## src/rtl/rule_text_syntax_checker_unit_macros.svh

```systemverilog
// ---------------------------------------------------------------------------
// rule_text_syntax_checker_unit_macros
// assertion helpers for the rule text syntax checker
// ---------------------------------------------------------------------------
// all of them sample on clk_i and stay quiet while rst_ni is low
`ifndef RULE_TEXT_SYNTAX_CHECKER_UNIT_MACROS_SVH
`define RULE_TEXT_SYNTAX_CHECKER_UNIT_MACROS_SVH

// condition that holds at every edge
`define RTSC_ASSERT_ALWAYS(lbl, cond, msg) \
  lbl: assert property (@(posedge clk_i) disable iff (!rst_ni) (cond)) else $error(msg);

// antecedent in one cycle, consequent in the next
`define RTSC_ASSERT_NEXT(lbl, ante, cons, msg) \
  lbl: assert property (@(posedge clk_i) disable iff (!rst_ni) (ante) |=> (cons)) \
    else $error(msg);

`endif

```

## src/rtl/rtsc_pkg.sv

```systemverilog
// ---------------------------------------------------------------------------
// rtsc_pkg
// types, character codes and defaults shared by the syntax checker modules
// ---------------------------------------------------------------------------
`timescale 1ns / 1ps
`default_nettype none

package rtsc_pkg;

  localparam int unsigned POS_WIDTH_DEF = 16;
  localparam int unsigned OUT_POS_W     = 16;

  localparam logic [7:0] CH_DOLLAR = 8'h24;
  localparam logic [7:0] CH_HASH   = 8'h23;
  localparam logic [7:0] CH_AT     = 8'h40;
  localparam logic [7:0] CH_BAR    = 8'h7C;
  localparam logic [7:0] CH_SEMI   = 8'h3B;
  localparam logic [7:0] CH_LPAREN = 8'h28;
  localparam logic [7:0] CH_RPAREN = 8'h29;
  localparam logic [7:0] CH_COMMA  = 8'h2C;
  localparam logic [7:0] CH_SPACE  = 8'h20;
  localparam logic [7:0] CH_TAB    = 8'h09;
  localparam logic [7:0] CH_NL     = 8'h0A;
  localparam logic [7:0] CH_S      = 8'h53;
  localparam logic [7:0] CH_A      = 8'h41;

  typedef enum logic [4:0] {
    ST_START      = 5'd0,
    ST_NAME       = 5'd1,
    ST_NAME_ESC   = 5'd2,
    ST_NAME_GAP   = 5'd3,
    ST_TYPE_OPEN  = 5'd4,
    ST_TYPE_ITEM  = 5'd5,
    ST_TYPE_DONE  = 5'd6,
    ST_GROUP_GAP  = 5'd7,
    ST_SYM_OPEN   = 5'd8,
    ST_SYM        = 5'd9,
    ST_SYM_ESC    = 5'd10,
    ST_TGT_GAP    = 5'd11,
    ST_SPECIAL    = 5'd12,
    ST_TGT        = 5'd13,
    ST_TGT_ESC    = 5'd14,
    ST_TGT_END    = 5'd15,
    ST_COMMENT    = 5'd16
  } rtsc_state_e;

  typedef enum logic [2:0] {
    ERR_NONE     = 3'd0,
    ERR_NAME     = 3'd1,
    ERR_TYPE     = 3'd2,
    ERR_BAR      = 3'd3,
    ERR_EMPTY    = 3'd4,
    ERR_SPECIAL  = 3'd5
  } rtsc_err_e;

  typedef struct packed {
    rtsc_state_e next;
    logic        accept;
    rtsc_err_e   err;
  } rtsc_step_t;

endpackage

`default_nettype wire

```

## src/rtl/rtsc_fsm.sv

```systemverilog
// ---------------------------------------------------------------------------
// rtsc_fsm
// transition function of the recognizer: next state, accept and error kind
// ---------------------------------------------------------------------------
`timescale 1ns / 1ps
`default_nettype none

module rtsc_fsm (
  input  wire logic [7:0]           char_i,
  input  rtsc_pkg::rtsc_state_e     state_i,
  output rtsc_pkg::rtsc_step_t      step_o
);
  import rtsc_pkg::*;

  logic blank;

  assign blank = char_i inside {CH_SPACE, CH_TAB, CH_NL};

  always_comb begin
    step_o.next   = state_i;
    step_o.accept = 1'b0;
    step_o.err    = ERR_NONE;
    case (state_i)
      ST_START: begin
        if (blank) begin
          step_o.next = ST_START; step_o.accept = 1'b1;
        end else if (char_i == CH_DOLLAR) begin
          step_o.next = ST_NAME_ESC;
        end else if (char_i == CH_HASH) begin
          step_o.next = ST_COMMENT; step_o.accept = 1'b1;
        end else begin
          step_o.next = ST_NAME; step_o.accept = 1'b1;
        end
      end
      ST_NAME: begin
        if (char_i == CH_DOLLAR) step_o.next = ST_NAME_ESC;
        else if (blank) step_o.next = ST_NAME_GAP;
        else if (char_i == CH_LPAREN) step_o.next = ST_TYPE_OPEN;
        else begin
          step_o.next = ST_NAME; step_o.accept = 1'b1;
        end
      end
      ST_NAME_ESC: begin
        if (blank) step_o.err = ERR_NAME;
        else begin
          step_o.next = ST_NAME; step_o.accept = 1'b1;
        end
      end
      ST_NAME_GAP: begin
        if (char_i == CH_LPAREN) step_o.next = ST_TYPE_OPEN;
        else if (blank) step_o.next = ST_NAME_GAP;
        else step_o.err = ERR_NAME;
      end
      ST_TYPE_OPEN: begin
        if (blank) step_o.next = ST_TYPE_OPEN;
        else if (char_i inside {CH_S, CH_A}) step_o.next = ST_TYPE_ITEM;
        else if (char_i == CH_RPAREN) begin
          step_o.next = ST_TYPE_DONE; step_o.accept = 1'b1;
        end else step_o.err = ERR_TYPE;
      end
      ST_TYPE_ITEM: begin
        if (char_i == CH_COMMA) step_o.next = ST_TYPE_OPEN;
        else if (blank) step_o.next = ST_TYPE_ITEM;
        else if (char_i == CH_RPAREN) begin
          step_o.next = ST_TYPE_DONE; step_o.accept = 1'b1;
        end else step_o.err = ERR_TYPE;
      end
      ST_TYPE_DONE: begin
        if (blank) begin
          step_o.next = ST_TYPE_DONE; step_o.accept = 1'b1;
        end else if (char_i == CH_BAR) step_o.next = ST_GROUP_GAP;
        else step_o.err = ERR_BAR;
      end
      ST_GROUP_GAP: begin
        if (blank) step_o.next = ST_GROUP_GAP;
        else if (char_i == CH_LPAREN) step_o.next = ST_SYM_OPEN;
        else step_o.err = ERR_BAR;
      end
      ST_SYM_OPEN: begin
        if (char_i == CH_DOLLAR) step_o.next = ST_SYM_ESC;
        else if (char_i == CH_COMMA) begin
          // empty symbol still raises the flag
          step_o.err = ERR_EMPTY; step_o.accept = 1'b1;
        end else if (char_i == CH_AT) begin
          step_o.next = ST_SPECIAL; step_o.accept = 1'b1;
        end else step_o.next = ST_SYM;
      end
      ST_SYM: begin
        if (char_i == CH_COMMA) step_o.next = ST_SYM_OPEN;
        else if (char_i == CH_DOLLAR) step_o.next = ST_SYM_ESC;
        else if (char_i == CH_RPAREN) step_o.next = ST_TGT_GAP;
        else step_o.next = ST_SYM;
      end
      ST_SYM_ESC: step_o.next = ST_SYM;
      ST_TGT_GAP: begin
        if (blank) step_o.next = ST_TGT_GAP;
        else if (char_i == CH_DOLLAR) step_o.next = ST_TGT_ESC;
        else step_o.next = ST_TGT;
      end
      ST_SPECIAL: begin
        if (char_i == CH_LPAREN) step_o.next = ST_TGT_GAP;
        else step_o.err = ERR_SPECIAL;
      end
      ST_TGT: begin
        if (char_i == CH_COMMA) step_o.next = ST_GROUP_GAP;
        else if (char_i == CH_DOLLAR) step_o.next = ST_TGT_ESC;
        else if (blank) step_o.next = ST_TGT_END;
        else if (char_i == CH_SEMI) begin
          step_o.next = ST_START; step_o.accept = 1'b1;
        end else step_o.next = ST_TGT;
      end
      ST_TGT_ESC: begin
        if (blank) step_o.err = ERR_NAME;
        else step_o.next = ST_TGT;
      end
      ST_TGT_END: begin
        if (blank) step_o.next = ST_TGT_END;
        else if (char_i == CH_COMMA) begin
          step_o.next = ST_GROUP_GAP; step_o.accept = 1'b1;
        end else if (char_i == CH_SEMI) begin
          step_o.next = ST_START; step_o.accept = 1'b1;
        end else step_o.err = ERR_NAME;
      end
      ST_COMMENT: begin
        step_o.accept = 1'b1;
        if (char_i == CH_NL) step_o.next = ST_START;
        else step_o.next = ST_COMMENT;
      end
      default: begin
        step_o.next = ST_START;
      end
    endcase
  end

endmodule

`default_nettype wire

```

## src/rtl/rtsc_pos.sv

```systemverilog
// ---------------------------------------------------------------------------
// rtsc_pos
// saturating row and column counters, advanced once per processed beat
// ---------------------------------------------------------------------------
`timescale 1ns / 1ps
`default_nettype none

module rtsc_pos #(
  parameter int unsigned PosWidth = rtsc_pkg::POS_WIDTH_DEF
) (
  input  wire logic                clk_i,
  input  wire logic                rst_ni,
  input  wire logic                step_i,
  input  wire logic                restart_i,
  input  wire logic                newline_i,
  output logic [PosWidth-1:0]      row_o,
  output logic [PosWidth-1:0]      col_o
);
  import rtsc_pkg::*;

  logic [PosWidth-1:0] row_q, row_d, col_q, col_d;
  logic [PosWidth-1:0] row_base, col_base;

  assign row_base = restart_i ? '0 : row_q;
  assign col_base = restart_i ? '0 : col_q;

  always_comb begin
    row_d = row_q;
    col_d = col_q;
    if (step_i) begin
      if (newline_i) begin
        row_d = (row_base != '1) ? row_base + 1'b1 : row_base;
        col_d = PosWidth'(1);
      end else begin
        row_d = row_base;
        col_d = (col_base != '1) ? col_base + 1'b1 : col_base;
      end
    end
  end

  always_ff @(posedge clk_i or negedge rst_ni) begin
    if (!rst_ni) begin
      row_q <= '0;
      col_q <= '0;
    end else begin
      row_q <= row_d;
      col_q <= col_d;
    end
  end

  assign row_o = row_q;
  assign col_o = col_q;

endmodule

`default_nettype wire

```

## src/rtl/rule_text_syntax_checker_unit.sv

```systemverilog
// ---------------------------------------------------------------------------
// rule_text_syntax_checker_unit
// Rule text syntax checker.
// Input channel: one byte of rule text per beat (char_code_i) with a
// restart flag (restart_i) that clears state and counters before that byte.
// Output channel: one result beat per input beat, in order: recognizer
// state, sticky error code, accept flag, row and column.
// Throughput: one beat per cycle while the output is not stalled; the transition
// logic between the input register and the result register is a single case over 17 states.
// An accepted byte is captured in the input register, and its result then
// in the result register.
// The recognizer state and the counters live in the result register
// itself, so each beat sees exactly what the previous beat left.
// Reset clears state, error, accept and counters; the first byte after
// reset behaves as after a restart.
// When the receiver stalls, the result holds, the held input byte waits,
// and in_ready_o drops once the input register is full as well.
// ---------------------------------------------------------------------------
`timescale 1ns / 1ps
`default_nettype none
`include "rule_text_syntax_checker_unit_macros.svh"

module rule_text_syntax_checker_unit #(
  parameter int unsigned POSITION_WIDTH = rtsc_pkg::POS_WIDTH_DEF
) (
  input  wire logic                          clk_i,
  input  wire logic                          rst_ni,
  input  wire logic                          in_valid_i,
  output logic                               in_ready_o,
  input  wire logic [7:0]                    char_code_i,
  input  wire logic                          restart_i,
  output logic                               out_valid_o,
  input  wire logic                          out_ready_i,
  output logic [4:0]                         parse_state_o,
  output logic [2:0]                         error_code_o,
  output logic                               accept_o,
  output logic [rtsc_pkg::OUT_POS_W-1:0]     row_o,
  output logic [rtsc_pkg::OUT_POS_W-1:0]     column_o
);
  import rtsc_pkg::*;

  logic        in_valid_q;
  logic [7:0]  char_q;
  logic        restart_q;
  logic        out_valid_q, out_valid_d;
  logic        advance, proc;

  rtsc_state_e state_q, state_d, state_base;
  rtsc_err_e   err_q, err_d, err_base;
  logic        accept_q, accept_d;
  rtsc_step_t  step;

  logic [POSITION_WIDTH-1:0] row_cnt, col_cnt;

  assign advance    = !out_valid_q || out_ready_i;
  assign proc       = in_valid_q && advance;
  assign in_ready_o = !in_valid_q || advance;

  // input register
  always_ff @(posedge clk_i or negedge rst_ni) begin
    if (!rst_ni) begin
      in_valid_q <= 1'b0;
    end else if (in_ready_o) begin
      in_valid_q <= in_valid_i;
    end
  end

  always_ff @(posedge clk_i) begin
    if (in_ready_o && in_valid_i) begin
      char_q    <= char_code_i;
      restart_q <= restart_i;
    end
  end

  assign state_base = restart_q ? ST_START : state_q;
  assign err_base   = restart_q ? ERR_NONE : err_q;

  rtsc_fsm u_fsm (
    .char_i  (char_q),
    .state_i (state_base),
    .step_o  (step)
  );

  always_comb begin
    state_d     = state_q;
    err_d       = err_q;
    accept_d    = accept_q;
    out_valid_d = out_valid_q;
    if (advance) begin
      out_valid_d = in_valid_q;
    end
    if (proc) begin
      state_d  = state_base;
      err_d    = err_base;
      accept_d = restart_q ? 1'b0 : accept_q;
      // recognizer freezes once an error is recorded
      if (err_base == ERR_NONE) begin
        accept_d = step.accept;
        if (step.err != ERR_NONE) begin
          err_d = step.err;
        end else begin
          state_d = step.next;
        end
      end
    end
  end

  always_ff @(posedge clk_i or negedge rst_ni) begin
    if (!rst_ni) begin
      state_q     <= ST_START;
      err_q       <= ERR_NONE;
      accept_q    <= 1'b0;
      out_valid_q <= 1'b0;
    end else begin
      state_q     <= state_d;
      err_q       <= err_d;
      accept_q    <= accept_d;
      out_valid_q <= out_valid_d;
    end
  end

  rtsc_pos #(
    .PosWidth (POSITION_WIDTH)
  ) u_pos (
    .clk_i     (clk_i),
    .rst_ni    (rst_ni),
    .step_i    (proc),
    .restart_i (restart_q),
    .newline_i (char_q == CH_NL),
    .row_o     (row_cnt),
    .col_o     (col_cnt)
  );

  assign out_valid_o   = out_valid_q;
  assign parse_state_o = state_q;
  assign error_code_o  = err_q;
  assign accept_o      = accept_q;
  assign row_o         = OUT_POS_W'(row_cnt);
  assign column_o      = OUT_POS_W'(col_cnt);

  `RTSC_ASSERT_NEXT(a_err_sticky, (err_q != ERR_NONE) && !(proc && restart_q), $stable(err_q) && $stable(state_q), "error code or state left a sticky error")
  `RTSC_ASSERT_NEXT(a_proc_gives_result, proc, out_valid_q, "processed beat produced no result")
  `RTSC_ASSERT_ALWAYS(a_state_range, state_q <= ST_COMMENT, "recognizer state out of range")
  `RTSC_ASSERT_NEXT(a_row_monotonic, proc && !restart_q, row_cnt >= $past(row_cnt), "row count went down without restart")
  `RTSC_ASSERT_NEXT(a_hold_no_proc, !proc, $stable(state_q) && $stable(col_cnt), "state moved without a processed beat")

endmodule

`default_nettype wire

```

## config.mk

```make
export PLATFORM = sky130hd
export DESIGN_NAME = rule_text_syntax_checker_unit
export DESIGN_NICKNAME = d
export VERILOG_FILES = /design/src/rtl/rtsc_pkg.sv /design/src/rtl/rtsc_fsm.sv /design/src/rtl/rtsc_pos.sv /design/src/rtl/rule_text_syntax_checker_unit.sv
export VERILOG_INCLUDE_DIRS = /design/src /design/src/rtl
export SDC_FILE = /design/constraint.sdc
export NUM_CORES = 1
export LEC_CHECK = 0
export ABC_AREA = 0
export BUFFER_PORTS_ARGS = -buffer_cell sky130_fd_sc_hd__buf_2
export CAP_MARGIN = 5
export CORE_MARGIN = 4
export CORE_UTILIZATION = 53
export CTS_BUF_LIST = sky130_fd_sc_hd__clkbuf_8
export CTS_CLUSTER_SIZE = 28
export DETAILED_ROUTE_END_ITERATION = 7
export PLACE_DENSITY_LB_ADDON = 0.25
export SLEW_MARGIN = 5
export SYNTH_ARGS = -nofsm -noshare
export SYNTH_HDL_FRONTEND = slang
export SYNTH_SLANG_ARGS = --single-unit
```

## constraint.sdc

```tcl
create_clock -name clk_i -period 2.9 [get_ports clk_i]
set_input_delay 0.145 -clock clk_i [delete_from_list [all_inputs] [get_ports clk_i]]
set_output_delay 0.145 -clock clk_i [all_outputs]
set_load 0.02 [all_outputs]
```

==> impl_summary.md, run 1 <==
Logic synthesis
The post-synthesis area per instance is 8.53 µm². Sorting the synthesized cells by area gives the leading types as dfrtp_1 31%, edfxtp_1 7.9%, nand2_1 5.8%. The number of enable-type register cells in the synthesized netlist is 9.

The fraction of synthesized cell area taken by the top area cell type is 0.313. Of the synthesized area, sequential elements account for 0.392. The post-synthesis cell type with the largest combined area is dfrtp_1.

The synthesized instance count is 403. The dominant register cell in the synthesized netlist is dfrtp_1. The number of nets produced by synthesis is 418. Synthesis inferred 52 register bits. Summing every instance area after synthesis gives 3440 µm². The proportion of synthesized flip-flops having asynchronous set or reset is 0.827. The number of warnings printed during yosys synthesis is 0. The distinct cell type count of the synthesized netlist is 69.

GRT
The first global-routing pass estimated 14800 µm of wire. The via count of the first global-routing pass is 3158. In the global route stage, overall resource usage came out at 0.235.

The aggregate global routing overflow is 0. The maximum number of pins on one net before global-route repair is 44. The initial antenna violation count is 0.

Clocking
The clock tree from TritonCTS is done. The total clock sinks is 52. The count of H-tree levels built during CTS is 2.

The clock transition at the register clock pins on the worst setup and hold paths after CTS is 0.10 ns. The number of setup buffers added after CTS is 0. The buffer type at the clock tree root is clkbuf_8. The clock passes through at most 2 buffers. The clock latency on the worst-skew pair is 0.30 ns. The number of clock buffers added by TritonCTS is 5.

Layout
In the layout the commonest cells are 55 x buf_2, 53 x nand2_1, 43 x dfrtp_1. Leaving out fill and tap cells, the most frequent cell in the layout is buf_2. Of the cells placed in the final design, the portion with a size suffix greater than 1 is 0.191. In the final design database the tool counted 469 nets. The number of inserted filler cells in the final layout is 574.

The combined flip-flop and latch cell area is 1350 µm². The antenna cell count is 0. In the final layout, the multi-input gates occupy 1960 µm². The finished layout holds 532 standard cells, fillers aside.

From synthesis to final layout, the design area changed by 12.7%. For this run, the share of the core covered by cells in the final layout is 0.613.

Floorplan
56 I/O pins were placed. The overall die height is 88.5 µm. For this configuration, the core starts out at a cell density of 0.544. The die is 88.5 µm wide.

The die covers 7830 µm². The initialized floorplan defines 29 standard-cell rows. The floorplan step defined a core boundary enclosing 6310 µm².

STA
Setup slack closes at 0.238 ns. Derived from the worst setup path, the maximum achievable clock frequency is 0.376 GHz. The time the final worst path needs with I/O delays and setup is 2.66 ns. For the pin with the worst max-slew slack, the measured transition is 0.999 ns. The total of endpoints with negative setup slack in the final report is 0. In the finished design, the share of the clock period the worst path needs comes to 0.918.

The tightest hold path in the finished design has a slack of -0.0187 ns. Setup repair after global routing left no endpoint under its margin. The largest clock skew in the final design is 0.0153 ns. The worst slew slack as a fraction of its limit is 0.334. The accumulated negative setup slack is 0 ns.

The number of hold violations in the final report is 7. The final max-slew violation count is 0.

Run
The total of max-cap violations is 0.

Placement
The post-placement setup slack is 0.269 ns. After detailed placement, the design holds a cell count of 523. The weighted congestion at the end of routability-driven global placement is 0.997. Input and output buffers added on the ports amount to 55. The wire-length estimate of the detail-placed layout is 6330 µm.

Critical path
In this run the worst path has a maximum fanout of 7. The data arrival at the endpoint of the critical path is 2.88 ns. The worst setup path is captured at a flip-flop.

The required time reported for the critical path endpoint is 3.12 ns. The setup path with the least slack is of type flip-flop to flip-flop. The worst setup path is launched from a flip-flop.

Detailed routing
In this run the remaining antenna-violating nets after routing total 0. The first routing iteration left 263 violations. The total detailed-routing wirelength is 8870 µm. The total number of vias is 3329. After detailed routing, the number of remaining DRC violations is 0. The per-cell via count in the routed design is 6.26. The routed length per instance is 16.7 µm. The iteration count of the initial detailed-routing pass is 5.

Power and ir drop
In this run the power density over the cells is 486 nW/µm². Summed over all cells, the static leakage comes to 1.66 nW. The maximum vdd ir drop is 0.000294 V. The total power of the final layout is 1.88 mW.

Outcome
The flow ran to the end, but the final reports show violations. The final reports fail on hold timing.

Worst hold path
In this run the worst hold path is classified as input port to async pin.
synthesized netlist by cell type, types with 2 or more instances:
library cell / number
nand2_1: 53
nor3_1: 15
nor4b_1: 4
o211ai_1: 2
xor2_1: 5
o21ai_1: 2
nand3_1: 26
clkbuf_8: 2
a2bb2oi_1: 2
a31oi_1: 5
clkbuf_1: 16
o22ai_1: 4
o31ai_1: 5
a21oi_1: 16
nand4b_1: 5
a32o_1: 2
nor2_1: 37
a22o_1: 6
mux2i_1: 5
nand4_1: 8
nand3b_1: 2
a211oi_1: 3
nand2b_1: 5
edfxtp_1: 9
and2_1: 7
inv_1: 5
and4_1: 2
o21ai_0: 33
xnor2_1: 10
and3_1: 9
nor4_1: 3
ha_1: 2
or2_2: 5
nor3b_1: 3
nor2b_1: 9
dfrtp_1: 43
power breakdown:
part | internal (mW) | switching (mW) | leakage, nW
combinational | 0.218 | 0.334 | 0.949
sequential | 0.805 | 0.134 | 0.666
clock | 0.162 | 0.228 | 0.0482
cells by family after synthesis:
family,count (synthesis),share of synthesized area
AOI/OAI and AO/OA,98,0.192
xor gates and xnor gates,15,0.0382
adders and majority gates,2,0.00728
buffers and inverters,27,0.0401
DFF,52,0.392
muxes,5,0.0146
and+or+nand+nor,204,0.316
final cells by class:
cell class	count	area share
well taps	77	0.0249
multi-input cells	324	0.506
repair buffers	66	0.0963
clock buffers	5	0.0178
inverters	5	0.00485
clock inverters	3	0.00291
flip-flops and latches	52	0.348
state kept, by name, indices dropped and copies added (netlist names):
signal	cells
parse_state_o	5
char_q	8
u_pos.col_o	16
restart_q	1
out_valid_o	1
accept_o	1
error_code_o	3
in_valid_q	1
u_pos.row_o	16
metal layers:
layer	vias to the layer above	global-route usage	wire length (µm)
li1	1582	-	-
met1	1579	0.302	3720
met2	149	0.396	4340
met3	19	0.0447	644
met4	0	0.0838	160
met5	-	0	0
repair_timing:
| action | 4_1_cts | 5_1_grt |
|---|---|---|
| hold buffers | 0 | 1 |
| setup endpoints to repair | 0 | 4 |
| hold endpoints to repair | 0 | 1 |
| gates resized for setup | 0 | 1 |
stage by stage:
| stage | area, µm² | hold WS, ns |
|---|---|---|
| 6_report | 3870 | -0.0187 |
| 4_1_cts | 3860 | 0.00909 |
| 5_1_grt | 3870 | 0.000852 |
| 3_5_place_dp | 3780 | 0.324 |
| 2_1_floorplan | 3440 | -0.151 |
| 3_3_place_gp | 3780 | 0.321 |
worst max-delay path, stage by stage (launching register included):
cell and delay (ns):
edfxtp_1 0.49, nor4b_1 0.57, nand4_1 0.39, a32oi_2 0.34, o311ai_1 0.15, nor4_4 0.26
buf_4 0.20, a21oi_1 0.06, a31oi_1 0.14
final timing paths:
kind	from	endpoint	slack [ns]	depth (start not counted)
max in group asynchronous	rst_ni	parse_state_o[0]	2.27	1
min in group clk_i	char_code_i[4]	char_q[4]	0.02	1
setup reg to reg	char_q[2]	parse_state_o[3]	0.24	8
hold reg to reg	u_pos.col_o[13]	u_pos.col_o[13]	0.51	1
hold / removal	rst_ni	u_pos.col_o[10]	-0.02	1
setup / recovery	char_q[2]	parse_state_o[3]	0.24	8
Power figures use the tool's default switching activity.
==> run 2, diff against run 1 <==
Settings changed: PLACE_DENSITY set to 0.76, PLACE_DENSITY_LB_ADDON 0.25 to unset.
==> run 2 against run 1 <==
  * The run still ends with hold timing left
  * Worst setup slack better by 0.0070 ns
  * Final cell count is 1.5% higher
  * Critical endpoint is now u_pos.col_o[7]
  * Critical path depth grew 1
==> impl_summary.md, run 2 (synthesis results as in run 1) <==
Critical path
STA classifies the critical path endpoint as a flip-flop. The most critical setup path has its endpoint at u_pos.col_o[7]. The top fanout value on the critical path is 12 (+5). The critical path starts at restart_q. The category of the most critical setup path is flip-flop to flip-flop. The data arrival at the endpoint of the critical path is 2.88 ns (about the same). The launch point of the worst reg-to-reg path is restart_q.

The depth of the worst register-to-register path is 9 (+1). The reg2reg setup slack is 0.25 ns (about the same). The endpoint of the worst-slack reg-to-reg timing path is u_pos.col_o[7]. The nature of the critical path startpoint is a flip-flop. The required time reported for the critical path endpoint was 3.13 ns (about the same).

Worst hold path
In this run the worst hold path is classified as input port to async pin.

Clocking
The total clock sinks is 52 (unchanged). The number of buffers between clock root and the deepest sink is 2 (unchanged). The number of gates resized after CTS was 0 (unchanged). The buffer type at the clock tree root is clkbuf_8. The clock transition at the register clock pins on the worst setup and hold paths after CTS is 0.11 ns (about the same). TritonCTS built the clock tree.

The count of H-tree levels built during CTS is 2 (unchanged). The number of buffers inserted during clock tree synthesis is 5 (unchanged). The clock latency on the worst-skew pair is 0.31 ns (about the same).

STA
The time the final worst path needs with I/O delays and setup came to 2.65 ns (-0.00697 ns). The final max-slew violation count was 0 (unchanged). The slew at the pin with the worst max-slew slack is 0.997 ns (-0.00153 ns). Setup repair after global routing left no endpoint under its margin. The number of hold violations in the final report is 17 (+10). The post-route clock period utilization is 0.915 (-0.00240). The accumulated negative setup slack is 0 ns (unchanged).

The highest attainable clock frequency is 0.377 GHz (+0.26%). The worst slew slack as a fraction of its limit came to 0.335 (+0.00102). The least setup slack across all paths after layout is 0.245 ns (+0.00696 ns). The final hold slack came to -0.0251 ns (-0.00647 ns). The largest clock skew in the final design is 0.0119 ns (-0.00349 ns). The total of endpoints with negative setup slack in the final report is 0 (unchanged).

Layout
The final instance count without filler cells is 540 (+1.5%). The number of nets in the layout came to 477 (+1.7%). The library cell used most frequently in the layout, excluding fill and tap cells, is buf_2. The fraction of layout instances using a drive strength above 1 came to 0.210 (+0.0183). The antenna cell count was 0 (unchanged).

The library cells used most frequently in the layout, excluding fill and tap cells, are 55 x buf_2, 53 x nand2_1, 43 x dfrtp_1. The layout overhead on the synthesized area is 14.4%.

Placement
The weighted congestion at the end of routability-driven global placement was 0.977 (-2.0%). The count of input and output buffers came to 55 (unchanged). The post-placement setup slack is 0.228 ns (-0.0405 ns). The number of placed cells counting well taps is 530 (+1.3%). The half-perimeter wire length after detailed placement is 6590 µm (+4.1%).

Detailed routing
The per-cell via count in the routed design was 6.35 (+1.4%). The total detailed-routing wirelength came to 9320 µm (+5.1%). The iteration-0 DRC count of the detailed router is 327 (+24%).

The total number of vias is 3427 (+2.9%). The number of nets still failing antenna checks after routing is 0 (unchanged). The iteration count of the initial detailed-routing pass is 5 (unchanged).

The DRC violation count after routing is 0 (unchanged). The routed length per instance is 17.3 µm (+3.6%).

GRT
The global-route wire length before repair is 15400 µm (+4.3%). The maximum number of pins on one net before global-route repair is 44 (unchanged). The via count of the first global-routing pass was 3118 (-1.3%). The initial antenna violation count is 0 (unchanged). The aggregate global routing overflow is 0 (unchanged).

The total global-route track usage is 0.250 (+0.0147).

Floorplan
The initial core utilization is 0.544 (unchanged). The die footprint is 7830 µm² (unchanged). The number of I/O pins came to 56 (unchanged).

The die outline width came to 88.5 µm (unchanged). The floorplan core area is 6310 µm² (unchanged). The overall die height is 88.5 µm (unchanged). The placement row count is 29 (unchanged).

Run
The total of max-cap violations is 0 (unchanged).

Power and ir drop
The power density over the cells is 504 nW/µm² (+3.7%). The maximum vdd ir drop is 0.000311 V (+6.0%). The leakage power figure is 1.70 nW (+2.1%).

Outcome
The final reports fail on hold timing. The run finished, with violations left.
run 2: routing by layer:
metal,GRT usage,part of all wire
met5,0,0
met3,0.0382,0.084
met4,0.0728,0.025
met1,0.366,0.44
met2,0.383,0.45
run 2: repair_timing:
item | 4_1_cts | 5_1_grt
endpoints found under the setup margin | 0 | 2
setup buffers | 0 | 1
hold buffers | 0 | 1
hold endpoints to repair | 0 | 1
run 2: power by group:
group          total [mW]  internal [mW]  switching (mW)
clock               0.464          0.196           0.268
combinational       0.586          0.231           0.355
sequential          0.930          0.806           0.125
run 2: worst max-delay path, cell delays in order, from the launching register on:
cell      delay (ns)
edfxtp_1        0.60
nor2b_1         0.19
ha_1            0.20
and2_1          0.18
nand4_1         0.15
or3b_2          0.56
and4_1          0.31
a31oi_1         0.22
o21ai_0         0.10
o31ai_1         0.07
run 2: layout make-up:
cell class	instances	area, µm²
multi-input combinational	324	1950
sequential	52	1350
clock inverter	2	13.8
fill	553	2380
timing repair buffer	74	420
inverter	5	18.8
tap	77	96.3
clock buffer	6	82.6
run 2: worst min-delay path by stage:
stage                         from         to  slack [ns]  cells after the start
global route        char_code_i[5]  char_q[5]      0.0007                      1
CTS                 char_code_i[3]  char_q[3]      0.0008                      1
global placement    char_code_i[6]  char_q[6]        0.32                      1
finish                      rst_ni   accept_o       -0.03                      1
detailed placement  char_code_i[3]  char_q[3]        0.32                      1
floorplan                   rst_ni   accept_o       -0.15                      0
run 2: metrics by stage:
stage | total power [mW] | util | hold WS (ns) | area [µm²]
6_report | 1.98 | 0.622 | -0.0251 | 3930
5_1_grt | 2.10 | 0.622 | 0.000678 | 3930
4_1_cts | 1.97 | 0.620 | 0.000790 | 3910
3_5_place_dp | 1.51 | 0.604 | 0.323 | 3820
3_3_place_gp | 1.51 | 0.604 | 0.321 | 3820
2_1_floorplan | 1.33 | - | -0.151 | 3440
